File: src/design/hdlf_pkg.sv
`timescale 1ns / 1ps

package hdlf_pkg;

  localparam logic [7:0] CH_SPACE = 8'h20;
  localparam logic [7:0] CH_DOT   = 8'h2e;
  localparam logic [7:0] CH_ZERO  = 8'h30;
  localparam logic [7:0] CH_A     = 8'h61;
  localparam logic [7:0] CH_NL    = 8'h0a;
  localparam logic [7:0] CH_TILDE = 8'h7e;

  localparam logic [2:0] CK_HEX_HI  = 3'd0;
  localparam logic [2:0] CK_HEX_LO  = 3'd1;
  localparam logic [2:0] CK_SPACE   = 3'd2;
  localparam logic [2:0] CK_ASCII   = 3'd3;
  localparam logic [2:0] CK_NEWLINE = 3'd4;

  typedef struct packed {
    logic [2:0] kind;
    logic [7:0] value;
  } char_req_t;

endpackage

File: src/design/hdlf_in_if.sv
`timescale 1ns / 1ps

interface hdlf_in_if;
  logic       valid;
  logic       ready;
  logic [7:0] data_byte;
  logic       final_byte;

  modport source (output valid, output data_byte, output final_byte, input ready);
  modport sink (input valid, input data_byte, input final_byte, output ready);
endinterface

File: src/design/hdlf_out_if.sv
`timescale 1ns / 1ps

interface hdlf_out_if;
  logic       valid;
  logic       ready;
  logic [7:0] out_char;
  logic       run_last;

  modport source (output valid, output out_char, output run_last, input ready);
  modport sink (input valid, input out_char, input run_last, output ready);
endinterface

File: src/design/hex_dump_line_formatter_top.sv
`timescale 1ns / 1ps
// channel   dir  payload                         handshake
// data_in   in   data_byte[7:0], final_byte      valid/ready
// data_out  out  out_char[7:0], run_last        valid/ready
//
// one byte in at a time; it yields one character per cycle while data_out takes
// them: two hex digits per byte, plus a space at an odd position; when the line
// closes, two spaces per padded even position and three per padded odd one, one
// ascii character per stored byte and the newline, then it returns to the accept
// state. the ascii column is read from the line store (synchronous read). rst is
// synchronous and clears the sequencer, line position and output valid. a stalled
// data_out holds its word and the sequencer waits.

module hex_dump_line_formatter_top
  import hdlf_pkg::*;
#(
  parameter int LINE_BYTES = 16
) (
  input  logic              clk,
  input  logic              rst,
  hdlf_in_if.sink           data_in,
  hdlf_out_if.source        data_out
);

  localparam int PW = (LINE_BYTES > 1) ? $clog2(LINE_BYTES) : 1;
  localparam logic [PW-1:0] LAST_POS = PW'(LINE_BYTES - 1);

  localparam logic [2:0] ST_IDLE = 3'd0;
  localparam logic [2:0] ST_HI   = 3'd1;
  localparam logic [2:0] ST_LO   = 3'd2;
  localparam logic [2:0] ST_SP   = 3'd3;
  localparam logic [2:0] ST_PAD  = 3'd4;
  localparam logic [2:0] ST_ASC  = 3'd5;
  localparam logic [2:0] ST_NL   = 3'd6;

  logic [7:0]    line_store [LINE_BYTES];
  logic [7:0]    rdata;

  logic [2:0]    state, state_next;
  logic [PW-1:0] pos;
  logic [PW-1:0] cur;
  logic [PW-1:0] cnt, cnt_next;
  logic [1:0]    psub, psub_next;
  logic [7:0]    cur_byte;
  logic          close;
  logic          out_valid;
  logic [7:0]    out_char;
  logic          out_last;

  logic          accept;
  logic          emit;
  logic          emit_last;
  logic          pad_needed;
  char_req_t     req;
  logic [7:0]    ch;

  assign accept     = data_in.valid && data_in.ready;
  assign data_in.ready = (state == ST_IDLE);
  assign emit       = (state != ST_IDLE) && (!out_valid || data_out.ready);
  assign pad_needed = (cur != LAST_POS);

  assign data_out.valid    = out_valid;
  assign data_out.out_char = out_char;
  assign data_out.run_last = out_last;

  hdlf_char_sel u_char_sel (
    .req (req),
    .ch  (ch)
  );

  always_comb begin
    state_next = state;
    cnt_next   = cnt;
    psub_next  = psub;
    emit_last  = 1'b0;
    req.kind   = CK_SPACE;
    req.value  = cur_byte;
    case (state)
      ST_IDLE: begin
        if (accept) state_next = ST_HI;
      end
      ST_HI: begin
        req.kind = CK_HEX_HI;
        if (emit) state_next = ST_LO;
      end
      ST_LO: begin
        req.kind  = CK_HEX_LO;
        emit_last = !cur[0] && !close;
        if (emit) begin
          if (cur[0]) begin
            state_next = ST_SP;
          end else if (!close) begin
            state_next = ST_IDLE;
          end else if (pad_needed) begin
            state_next = ST_PAD;
            cnt_next   = cur + 1'b1;
            psub_next  = 2'd0;
          end else begin
            state_next = ST_ASC;
            cnt_next   = '0;
          end
        end
      end
      ST_SP: begin
        req.kind  = CK_SPACE;
        emit_last = !close;
        if (emit) begin
          if (!close) begin
            state_next = ST_IDLE;
          end else if (pad_needed) begin
            state_next = ST_PAD;
            cnt_next   = cur + 1'b1;
            psub_next  = 2'd0;
          end else begin
            state_next = ST_ASC;
            cnt_next   = '0;
          end
        end
      end
      ST_PAD: begin
        req.kind = CK_SPACE;
        if (emit) begin
          if (psub == 2'd0 || (psub == 2'd1 && cnt[0])) begin
            psub_next = psub + 2'd1;
          end else if (cnt == LAST_POS) begin
            state_next = ST_ASC;
            cnt_next   = '0;
          end else begin
            cnt_next  = cnt + 1'b1;
            psub_next = 2'd0;
          end
        end
      end
      ST_ASC: begin
        req.kind  = CK_ASCII;
        req.value = rdata;
        if (emit) begin
          if (cnt == cur) begin
            state_next = ST_NL;
          end else begin
            cnt_next = cnt + 1'b1;
          end
        end
      end
      ST_NL: begin
        req.kind  = CK_NEWLINE;
        emit_last = 1'b1;
        if (emit) state_next = ST_IDLE;
      end
      default: state_next = ST_IDLE;
    endcase
  end

  // read address follows cnt_next, so rdata always matches cnt; the only write
  // happens at accept, before any ascii read of that line
  always_ff @(posedge clk) begin
    if (accept) begin
      line_store[pos] <= data_in.data_byte;
    end
    rdata <= line_store[cnt_next];
  end

  always_ff @(posedge clk) begin
    if (rst) begin
      state     <= ST_IDLE;
      pos       <= '0;
      out_valid <= 1'b0;
    end else begin
      state <= state_next;
      if (accept) begin
        if (data_in.final_byte || pos == LAST_POS) begin
          pos <= '0;
        end else begin
          pos <= pos + 1'b1;
        end
      end
      if (emit) begin
        out_valid <= 1'b1;
      end else if (data_out.ready) begin
        out_valid <= 1'b0;
      end
    end
  end

  always_ff @(posedge clk) begin
    cnt  <= cnt_next;
    psub <= psub_next;
    if (accept) begin
      cur      <= pos;
      cur_byte <= data_in.data_byte;
      close    <= data_in.final_byte || (pos == LAST_POS);
    end
    if (emit) begin
      out_char <= ch;
      out_last <= emit_last;
    end
  end

  a_one_word_in_flight: assert property (@(posedge clk) disable iff (rst)
    accept |=> !data_in.ready)
    else $error("input taken while a byte is still being formatted");

  a_newline_ends_run: assert property (@(posedge clk) disable iff (rst)
    (data_out.valid && data_out.out_char == CH_NL) |-> data_out.run_last)
    else $error("newline not marked as last character of its byte");

  a_ascii_in_line: assert property (@(posedge clk) disable iff (rst)
    (state == ST_ASC) |-> (cnt <= cur))
    else $error("ascii column reads past the current line");

  a_close_resets_pos: assert property (@(posedge clk) disable iff (rst)
    (accept && (data_in.final_byte || pos == LAST_POS)) |=> (pos == '0))
    else $error("line position not cleared after closing byte");

endmodule

File: src/design/hdlf_char_sel.sv
`timescale 1ns / 1ps

module hdlf_char_sel
  import hdlf_pkg::*;
(
  input  char_req_t  req,
  output logic [7:0] ch
);

  logic [3:0] nib;

  always_comb begin
    nib = (req.kind == CK_HEX_HI) ? req.value[7:4] : req.value[3:0];
    case (req.kind)
      CK_HEX_HI, CK_HEX_LO: begin
        if (nib < 4'd10) begin
          ch = CH_ZERO + {4'd0, nib};
        end else begin
          ch = CH_A + {4'd0, nib} - 8'd10;
        end
      end
      CK_SPACE: ch = CH_SPACE;
      CK_ASCII: begin
        if (req.value < CH_SPACE || req.value > CH_TILDE) begin
          ch = CH_DOT;
        end else begin
          ch = req.value;
        end
      end
      CK_NEWLINE: ch = CH_NL;
      default: ch = CH_DOT;
    endcase
  end

endmodule

File: src/flat_wrapper.sv
// flat-port wrapper written by rule: the top's interface ports become plain ports
module hex_dump_line_formatter_top_flat import hdlf_pkg::*;
#(
  parameter int LINE_BYTES = 16
)
  (clk, rst, data_in_valid, data_in_data_byte, data_in_final_byte, data_in_ready, data_out_valid, data_out_out_char, data_out_run_last, data_out_ready);
  hdlf_in_if data_in_i ();
  hdlf_out_if data_out_i ();
  input  logic clk;
  input  logic rst;
  input wire logic [$bits(data_in_i.valid)-1:0] data_in_valid;
  input wire logic [$bits(data_in_i.data_byte)-1:0] data_in_data_byte;
  input wire logic [$bits(data_in_i.final_byte)-1:0] data_in_final_byte;
  output wire logic [$bits(data_in_i.ready)-1:0] data_in_ready;
  output wire logic [$bits(data_out_i.valid)-1:0] data_out_valid;
  output wire logic [$bits(data_out_i.out_char)-1:0] data_out_out_char;
  output wire logic [$bits(data_out_i.run_last)-1:0] data_out_run_last;
  input wire logic [$bits(data_out_i.ready)-1:0] data_out_ready;
  assign data_in_i.valid = data_in_valid;
  assign data_in_i.data_byte = data_in_data_byte;
  assign data_in_i.final_byte = data_in_final_byte;
  assign data_in_ready = data_in_i.ready;
  assign data_out_valid = data_out_i.valid;
  assign data_out_out_char = data_out_i.out_char;
  assign data_out_run_last = data_out_i.run_last;
  assign data_out_i.ready = data_out_ready;
  hex_dump_line_formatter_top #(.LINE_BYTES(LINE_BYTES)) u_core (.clk(clk), .rst(rst), .data_in(data_in_i), .data_out(data_out_i));
endmodule
File: config.mk
export PLATFORM = sky130hd
export DESIGN_NAME = hex_dump_line_formatter_top_flat
export DESIGN_NICKNAME = d
export VERILOG_FILES = /design/src/design/hdlf_pkg.sv /design/src/design/hdlf_in_if.sv /design/src/design/hdlf_out_if.sv /design/src/design/hex_dump_line_formatter_top.sv /design/src/design/hdlf_char_sel.sv /design/src/flat_wrapper.sv
export SDC_FILE = /design/constraint.sdc
export NUM_CORES = 1
export LEC_CHECK = 0
export BUFFER_PORTS_ARGS = -buffer_cell sky130_fd_sc_hd__buf_2
export CAP_MARGIN = 20
export CORE_MARGIN = 4
export CORE_UTILIZATION = 40
export DETAILED_ROUTE_END_ITERATION = 8
export SYNTH_ARGS = -nofsm -noshare
export SYNTH_HDL_FRONTEND = slang
export SYNTH_SLANG_ARGS = --single-unit
File: constraint.sdc
create_clock -name clk -period 3.8 [get_ports clk]
set_input_delay 0.57 -clock clk [delete_from_list [all_inputs] [get_ports clk]]
set_output_delay 0.57 -clock clk [all_outputs]
set_load 0.02 [all_outputs]
==> results_dict.tcl, run 1 <==
set metrics [dict create \
    status "complete, no violations" \
    clock_sinks 172 \
    worstMarginPinSlew_ps 976 \
    muxShareOfSynthArea 0.0519 \
    dp_cells 815 \
    peakVddDrop_v 0.000362 \
    cp-end-kind "flip-flop" \
    final_cells 847 \
    clock-root-buffer "clkbuf_16" \
    gp_congestion 0.881 \
    synth_fa_ha_area_frac 0.0149 \
    synth-simple-area-share 0.128 \
    grt_max_degree 51 \
    timing.fmax_mhz 294 \
    grt_pass1_vias 4685 \
    grt_overflow_total 0 \
    drv_slew 0 \
    synth_compound_area_frac 0.113 \
    period_needed_ps 3400 \
    clockBufferDepth 2 \
    regArea_um2 4960 \
    coreArea_um2 18600 \
    reg2reg_from "u_core.cur[2]" \
    die_w_um 146 \
    grt_pass1_wl_um 26900 \
    ff2ff_path_depth 9 \
    setup.worst_path.end "u_core.rdata[3]" \
    synth_cell_types 67 \
    synth_top_family_by_area "simple AND/OR/NAND/NOR gates" \
    worstPathMaxFanout 26 \
    cp-start-kind "flip-flop" \
    power.density_nw_per_um2 754 \
    setup-violations-final 0 \
    leakagePower_nw 3.04 \
    drc 0 \
    fin_crit_sh 0.895 \
    cts_made_buffers 17 \
    ys.flop_type "edfxtp_1" \
    crit_type "flip-flop to flip-flop" \
    tns_ps 0 \
    drt_wl_total_um 17000 \
    start_util 0.406 \
    maxCapViolCount 0 \
    cts.repair.resized 0 \
    synthesis.nets 600 \
    syn_area_um2 7570 \
    fp.dieH_um 146 \
    dp_hpwl_um 11900 \
    reg2reg_slack_ps 400 \
    die_area_um2 21200 \
    startpoint "u_core.cur[2]" \
    rsz0062_at_grt "false" \
    detail-route-antenna-nets 0 \
    hold_viol 0 \
    synth.area.top_cells "edfxtp_1 (60%), dfxtp_1 (5.3%), mux2i_1 (3.7%)" \
    seq_area_frac_synth 0.656 \
    antenna_found_initial 0 \
    ioPinCount 24 \
    synth_top_area_share 0.603 \
    netlist_instances 578 \
    rr_endpoint "u_core.rdata[3]" \
    hold_path.class "input port to flip-flop" \
    avgViaCountPerCell 5.62 \
    ctsHoldBuffers 0 \
    rows 50 \
    multiInputGateArea_um2 2390 \
    whs_ps 449 \
    slew_headroom 0.347 \
    synth-edff-count 152 \
    fillers 1671 \
    path_clk_slew_ps 60 \
    yosysTopAreaCell "edfxtp_1" \
    layout.nets 622 \
    worstPathArrival_ps 3700 \
    avgSynthCellArea_um2 13.1 \
    worst_slack_ps 400 \
    grt_use_total 0.164 \
    n_antenna_cell 0 \
    yosysWarnings 0 \
    vias 4756 \
    syn2layout_area_growth_pct 11.5 \
    post_drt_wl_per_cell_um 20.1 \
    io_buffers 23 \
    worstSkewPairLatency_ps 420 \
    postCtsSetupBuffers 0 \
    cts_tree "done" \
    synthArstFlopShare 0 \
    drtIter0Drc 415 \
    drive_gt1_frac 0.140 \
    synth-xor-area-share 0.00810 \
    fin_skew_ps 6.18 \
    dp_worst_setup_slack_ps 421 \
    required_ps 4100 \
    ys_seq_elements 172 \
    dr.pass1.iters 5 \
    htree_levels 4 \
]
-- routing by layer --
metal  vias up  GRT usage  wire length (µm)
met5         -          0                 0
met4         0     0.0361               199
met3        20     0.0349               627
met2       113      0.271              8340
met1      2375      0.225              7850
li1       2248          -                 -
-- area by class of cell --
type | instances | share of cell area
clock buffer | 17 | 0.0504
multi-input combinational | 361 | 0.283
sequential | 172 | 0.588
clock inverter | 15 | 0.0130
tap | 234 | 0.0347
timing repair buffer | 31 | 0.0222
inverter | 17 | 0.00786
-- cell usage after synthesis, types with 6 or more instances --
master / count
clkbuf_1: 15
a221oi_1: 8
xor2_1: 6
dfxtp_1: 20
or3_1: 8
edfxtp_1: 152
nor2_1: 25
a2111oi_0: 8
and3_1: 29
inv_1: 14
a21oi_1: 47
and2_1: 11
o21ai_0: 13
nand3_1: 6
a211o_1: 11
mux2_2: 10
ha_1: 9
nor3_1: 7
nand2_1: 69
buf_2: 7
mux2i_1: 28
-- flip-flops by register name, indices dropped and copies added, names as in the netlist --
register	count
u_core.line_store	128
u_core.cur_byte	8
u_core.data_out.out_char	8
u_core.rdata	8
u_core.cnt	4
u_core.cur	4
u_core.pos	4
u_core.state	3
u_core.psub	2
u_core.close	1
u_core.data_out.run_last	1
u_core.data_out.valid	1
-- layout by cell type (no fill, tap or decap), types with 4 or more instances in the layout --
| cell type | n |
|---|---|
| a2111oi_0 | 8 |
| or3_1 | 8 |
| nor2b_1 | 5 |
| mux2i_1 | 28 |
| inv_1 | 14 |
| buf_2 | 23 |
| clkinv_1 | 5 |
| ha_1 | 9 |
| o221a_1 | 4 |
| clkbuf_16 | 17 |
| nor2_1 | 25 |
| nand2_1 | 69 |
| nor3_1 | 7 |
| mux2_2 | 10 |
| nand4_1 | 4 |
| xor2_1 | 6 |
| a21oi_1 | 47 |
| a211o_1 | 11 |
| a221oi_1 | 8 |
| nand2b_1 | 5 |
| and2_1 | 11 |
| and3_1 | 29 |
| nand3_1 | 6 |
| dfxtp_1 | 20 |
| o21ai_0 | 13 |
| edfxtp_1 | 152 |
| inv_6 | 4 |
| buf_4 | 7 |
-- how the worst min path moves through the flow --
stage,end,cells past startpoint,slack (ps),start
floorplan,u_core.cur[2],0,410,u_core.pos[2]
global placement,u_core.cur[1],0,540,u_core.pos[1]
detailed placement,u_core.cur[1],0,540,u_core.pos[1]
CTS,u_core.pos[2],2,440,rst
global route,u_core.pos[2],2,440,rst
finish,u_core.state[1],2,450,rst
-- metrics by stage --
step,utilization,power [mW],instance area (µm²)
after global routing,0.453,6.74,8440
final,0.453,6.36,8440
after floorplan,-,4.19,7570
after global placement,0.424,4.77,7900
after CTS,0.453,6.39,8440
after detailed placement,0.424,4.80,7900
-- report_power, final --
part           internal (mW)  switching, mW  leakage, nW  total, mW
combinational          0.859           1.39         1.24       2.25
clock                  0.846          0.747        0.254       1.59
sequential              2.32          0.205         1.55       2.52
-- worst max-delay path, cell delays in order (launching register included) --
cell and delay [ps]:
edfxtp_1 490, xor2_1 230, nor4_4 460, o21ai_1 150
a32oi_2 470, and2_4 270, inv_4 120, a2111oi_0 670
a221oi_1 120, o221a_2 310
-- logic make-up (layout without fill, tap and decap cells) --
kind of cell               count (synthesis)  in the layout
AOI/OAI and AO/OA                        119            119
xor gates and xnor gates                   7              7
adders and majority gates                  9              9
buffers and inverters                     45             80
DFF                                      172            172
muxes                                     38             38
other                                      1              1
and+or+nand+nor                          187            187
Note: power is estimated with default switching activity, not from simulation.
==> inputs of run 2 (changes only) <==
Settings changed: PLACE_DENSITY set to 0.65.
==> results_dict.tcl, run 2 (synthesis gave the netlist of run 1 again) <==
set metrics [dict create \
    status "complete, no violations" \
    dp_cells 814 \
    n_antenna_cell 0 \
    coreArea_um2 18600 \
    die_w_um 146 \
    cts_made_buffers 17 \
    drtIter0Drc 490 \
    required_ps 4150 \
    ff2ff_path_depth 10 \
    die_area_um2 21200 \
    vias 4808 \
    met3_usage 0.0352 \
    gp_congestion 0.844 \
    leakagePower_nw 3.02 \
    fp.dieH_um 146 \
    dr.pass1.iters 5 \
    grt_use_total 0.164 \
    hold_path.class "input port to flip-flop" \
    clockBufferDepth 2 \
    post_drt_wl_per_cell_um 20.2 \
    path_clk_slew_ps 60 \
    largest_reg_flops 128 \
    worstHoldEndpoint "u_core.state[1]" \
    ctsHoldBuffers 0 \
    detail-route-antenna-nets 0 \
    final_cell_mix "edfxtp_1 (152), nand2_1 (69), a21oi_1 (47)" \
    antenna_found_initial 0 \
    rr_endpoint "u_core.rdata[4]" \
    layout.nets 621 \
    worstPathMaxFanout 23 \
    multiInputGateArea_um2 2400 \
    grt_pass1_wl_um 27000 \
    worstSkewPairLatency_ps 430 \
    peakVddDrop_v 0.000477 \
    fin_crit_sh 0.926 \
    grt_max_degree 28 \
    start_util 0.406 \
    top_register "u_core.line_store" \
    cts_tree "done" \
    rsz0062_at_grt "false" \
    regArea_um2 4960 \
    rows 50 \
    timing.fmax_mhz 284 \
    grt_pass1_vias 4805 \
    period_needed_ps 3520 \
    cp-start-kind "flip-flop" \
    worstPathArrival_ps 3870 \
    reg2reg_slack_ps 280 \
    reg2reg_from "u_core.state[1]" \
    syn2layout_area_growth_pct 11.1 \
    crit_type "flip-flop to flip-flop" \
    htree_levels 4 \
    grt_busiest_layer "met2" \
    holdPathStages 2 \
    hold_viol 0 \
    finalPower_mw 6.34 \
    drv_slew 0 \
    setup-violations-final 0 \
    drt_wl_total_um 17000 \
    clock-root-buffer "clkbuf_16" \
    dp_hpwl_um 11500 \
    clock_sinks 172 \
    slew_headroom 0.394 \
    worstMarginPinSlew_ps 906 \
    fillers 1695 \
    drive_gt1_frac 0.141 \
    worstHoldStart "rst" \
    drc 0 \
    mostFrequentLayoutCell "edfxtp_1" \
    final_cells 844 \
    grt_use_met1 0.230 \
    avgViaCountPerCell 5.70 \
    tns_ps 0 \
    fin_skew_ps 9.78 \
    ioPinCount 24 \
    grt_overflow_total 0 \
    grt_util_met2 0.259 \
    io_buffers 23 \
    maxCapViolCount 0 \
    power.density_nw_per_um2 753 \
    cp-end-kind "flip-flop" \
]
-- run 2: critical path, stage by stage, from the launching register on --
cell      delay, ps
dfxtp_1         640
nand2b_1        260
nor4_2          480
a21boi_0        290
a41oi_1          70
and2_1          200
inv_2           300
buf_4           320
nor2_2          120
a221oi_1        440
o221a_1         300
-- run 2: area by class of cell --
| cell class | instances | area share |
|---|---|---|
| Clock inverter | 11 | 0.0103 |
| Timing Repair Buffer | 30 | 0.0199 |
| Inverter | 17 | 0.00789 |
| Sequential cell | 172 | 0.590 |
| Clock buffer | 19 | 0.0515 |
| Tap cell | 234 | 0.0348 |
| Multi-Input combinational cell | 361 | 0.285 |
-- run 2: stage by stage --
stage          setup WS (ps)  hold slack [ps]   util  cell area (µm²)
2_1_floorplan            990              406      -             7570
3_3_place_gp             158              540  0.423             7880
3_5_place_dp             198              540  0.423             7880
4_1_cts                  201              417  0.451             8400
5_1_grt                  118              439  0.451             8410
6_report                 281              437  0.451             8410
-- run 2: worst max-delay path by stage --
stage | start | cells past startpoint | endpoint | slack (ps)
finish | u_core.state[1] | 10 | u_core.rdata[4] | 280
global route | u_core.state[1] | 10 | u_core.rdata[4] | 120
CTS | u_core.state[1] | 10 | u_core.rdata[4] | 200
detailed placement | data_out_ready | 10 | u_core.rdata[4] | 200
global placement | data_out_ready | 10 | u_core.rdata[4] | 160
floorplan | data_out_ready | 11 | u_core.rdata[1] | 990
-- run 2: repair_timing --
action	in CTS	in global routing
endpoints found under the setup margin	0	4
buffers inserted	0	0
gates resized for setup	0	1
-- run 2: per-layer routing --
| layer | vias up | part of all wire |
|---|---|---|
| met3 | 22 | 0.045 |
| met5 | - | 0 |
| met2 | 140 | 0.47 |
| li1 | 2238 | - |
| met4 | 0 | 0.013 |
| met1 | 2408 | 0.47 |
-- run 2: power by group --
part / total [mW] / switching, mW / leakage (nW) / internal (mW)
Clock: 1.56 / 0.726 / 0.246 / 0.839
Sequential: 2.51 / 0.198 / 1.55 / 2.32
Combinational: 2.26 / 1.41 / 1.23 / 0.842
Total: 6.34 / 2.34 / 3.02 / 4.00
==> inputs of run 3 (changes only) <==
Clock period 3.8 ns to 3.3 ns, I/O delays scaled along.
==> results_dict.tcl, run 3 (synthesis gave the netlist of run 1 again) <==
set metrics [dict create \
    status "complete, no violations" \
    fp.dieH_um 146 \
    drt_wl_total_um 16800 \
    rows 50 \
    top_register "u_core.line_store" \
    reg2reg_from "u_core.psub[0]" \
    drc 0 \
    n_antenna_cell 0 \
    worstPathArrival_ps 3450 \
    final_cell_mix "edfxtp_1 (152), nand2_1 (69), a21oi_1 (47)" \
    vias 4818 \
    path_cells "inv_1 > ha_1 > a21o_1 > nor4_2 > o41ai_1 > a41oi_1 > and2_1 > inv_2 > buf_12 > nor2_2 > a221oi_1 > o221a_2" \
    mostFrequentLayoutCell "edfxtp_1" \
    cts_tree "done" \
    reg2reg_slack_ps 230 \
    largest_reg_flops 128 \
    worstSkewPairLatency_ps 430 \
    drive_gt1_frac 0.161 \
    worstPathMaxFanout 17 \
    syn2layout_area_growth_pct 13.0 \
    maxCapViolCount 0 \
    timing.fmax_mhz 326 \
    die_area_um2 21200 \
    dp_worst_setup_slack_ps 81.7 \
    drtIter0Drc 466 \
    ff2ff_path_depth 12 \
    slew_headroom 0.568 \
    io_buffers 23 \
    crit_cells 12 \
    setup-violations-final 0 \
    grt_use_total 0.160 \
    avgViaCountPerCell 5.62 \
    fin_skew_ps 8.76 \
    post_drt_wl_per_cell_um 19.6 \
    clock-root-buffer "clkbuf_16" \
    detail-route-antenna-nets 0 \
    slowest_stage "o41ai_1" \
    dr_wl_met3_um 949 \
    antenna_found_initial 0 \
    fin_crit_sh 0.930 \
    hold_viol 0 \
    grt_max_degree 51 \
    cp_num_buf_inv 3 \
    worst_path_largest_cell_delay_ps 560 \
    path_clk_slew_ps 70 \
    layout.nets 633 \
    period_needed_ps 3070 \
    grt_pass1_wl_um 26100 \
    cp-start-kind "flip-flop" \
    gp_congestion 0.895 \
    fillers 1628 \
    worstMarginPinSlew_ps 640 \
    leakagePower_nw 3.10 \
    rr_endpoint "u_core.rdata[3]" \
    die_w_um 146 \
    cts_made_buffers 17 \
    dr.pass1.iters 5 \
    crit_type "flip-flop to flip-flop" \
    clock_sinks 172 \
    rsz0062_at_grt "false" \
    grt_overflow_total 0 \
    peakVddDrop_v 0.000538 \
    htree_levels 4 \
    routed.top_layer "met4" \
    setup.worst_path.end "u_core.rdata[3]" \
    power.density_nw_per_um2 866 \
    tns_ps 0 \
    wl_met2_um 8050 \
    coreArea_um2 18600 \
    hold_path.class "input port to flip-flop" \
    drv_slew 0 \
    clockBufferDepth 2 \
    ioPinCount 24 \
    routedLengthMet1_um 7550 \
    worst_slack_ps 230 \
    grt_pass1_vias 4708 \
    dp_hpwl_um 11700 \
    worstHoldStart "rst" \
    cp-end-kind "flip-flop" \
    crit_family "compound AO/OA/AOI/OAI gates" \
    startpoint "u_core.psub[0]" \
    required_ps 3680 \
    start_util 0.406 \
]
run 3: final cells by class:
| cell class | count | area, µm² | share of cell area |
|---|---|---|---|
| Clock inverter | 12 | 92.6 | 0.0108 |
| Tap cell | 234 | 293 | 0.0342 |
| Multi-Input combinational cell | 361 | 2410 | 0.282 |
| Timing Repair Buffer | 42 | 295 | 0.0345 |
| Inverter | 17 | 66.3 | 0.00775 |
| Sequential cell | 172 | 4970 | 0.581 |
| Clock buffer | 19 | 433 | 0.0506 |
run 3: layer usage:
metal | up-vias | track usage
li1 | 2265 | -
met1 | 2370 | 0.217
met2 | 156 | 0.254
met3 | 27 | 0.0458
met4 | 0 | 0.0461
met5 | - | 0
run 3: where the power goes:
group / switching, mW / internal, mW / total, mW
Combinational: 1.64 / 1.09 / 2.73
Sequential: 0.211 / 2.67 / 2.88
Clock: 0.840 / 0.963 / 1.80
run 3: worst min-delay path by stage:
stage	end	slack (ps)	cells past startpoint
final	u_core.state[1]	370	2
after global routing	u_core.state[1]	360	2
after CTS	u_core.pos[2]	360	2
after detailed placement	u_core.cur[1]	540	0
after global placement	u_core.cur[1]	530	0
after floorplan	u_core.cur[2]	410	0
run 3: metrics by stage:
step,area [µm²],cells,power (mW),utilization,hold slack (ps)
2_1_floorplan,7570,578,4.82,-,406
3_3_place_gp,8010,826,5.57,0.430,533
3_5_place_dp,8010,826,5.62,0.430,543
4_1_cts,8540,857,7.41,0.458,361
5_1_grt,8550,857,7.80,0.459,364
6_report,8550,857,7.41,0.459,374
run 3: what timing repair did:
action                     4_1_cts  5_1_grt
setup endpoints to repair        0        7
resized for setup                0        4
setup buffers                    0        0
hold buffers                     0        0
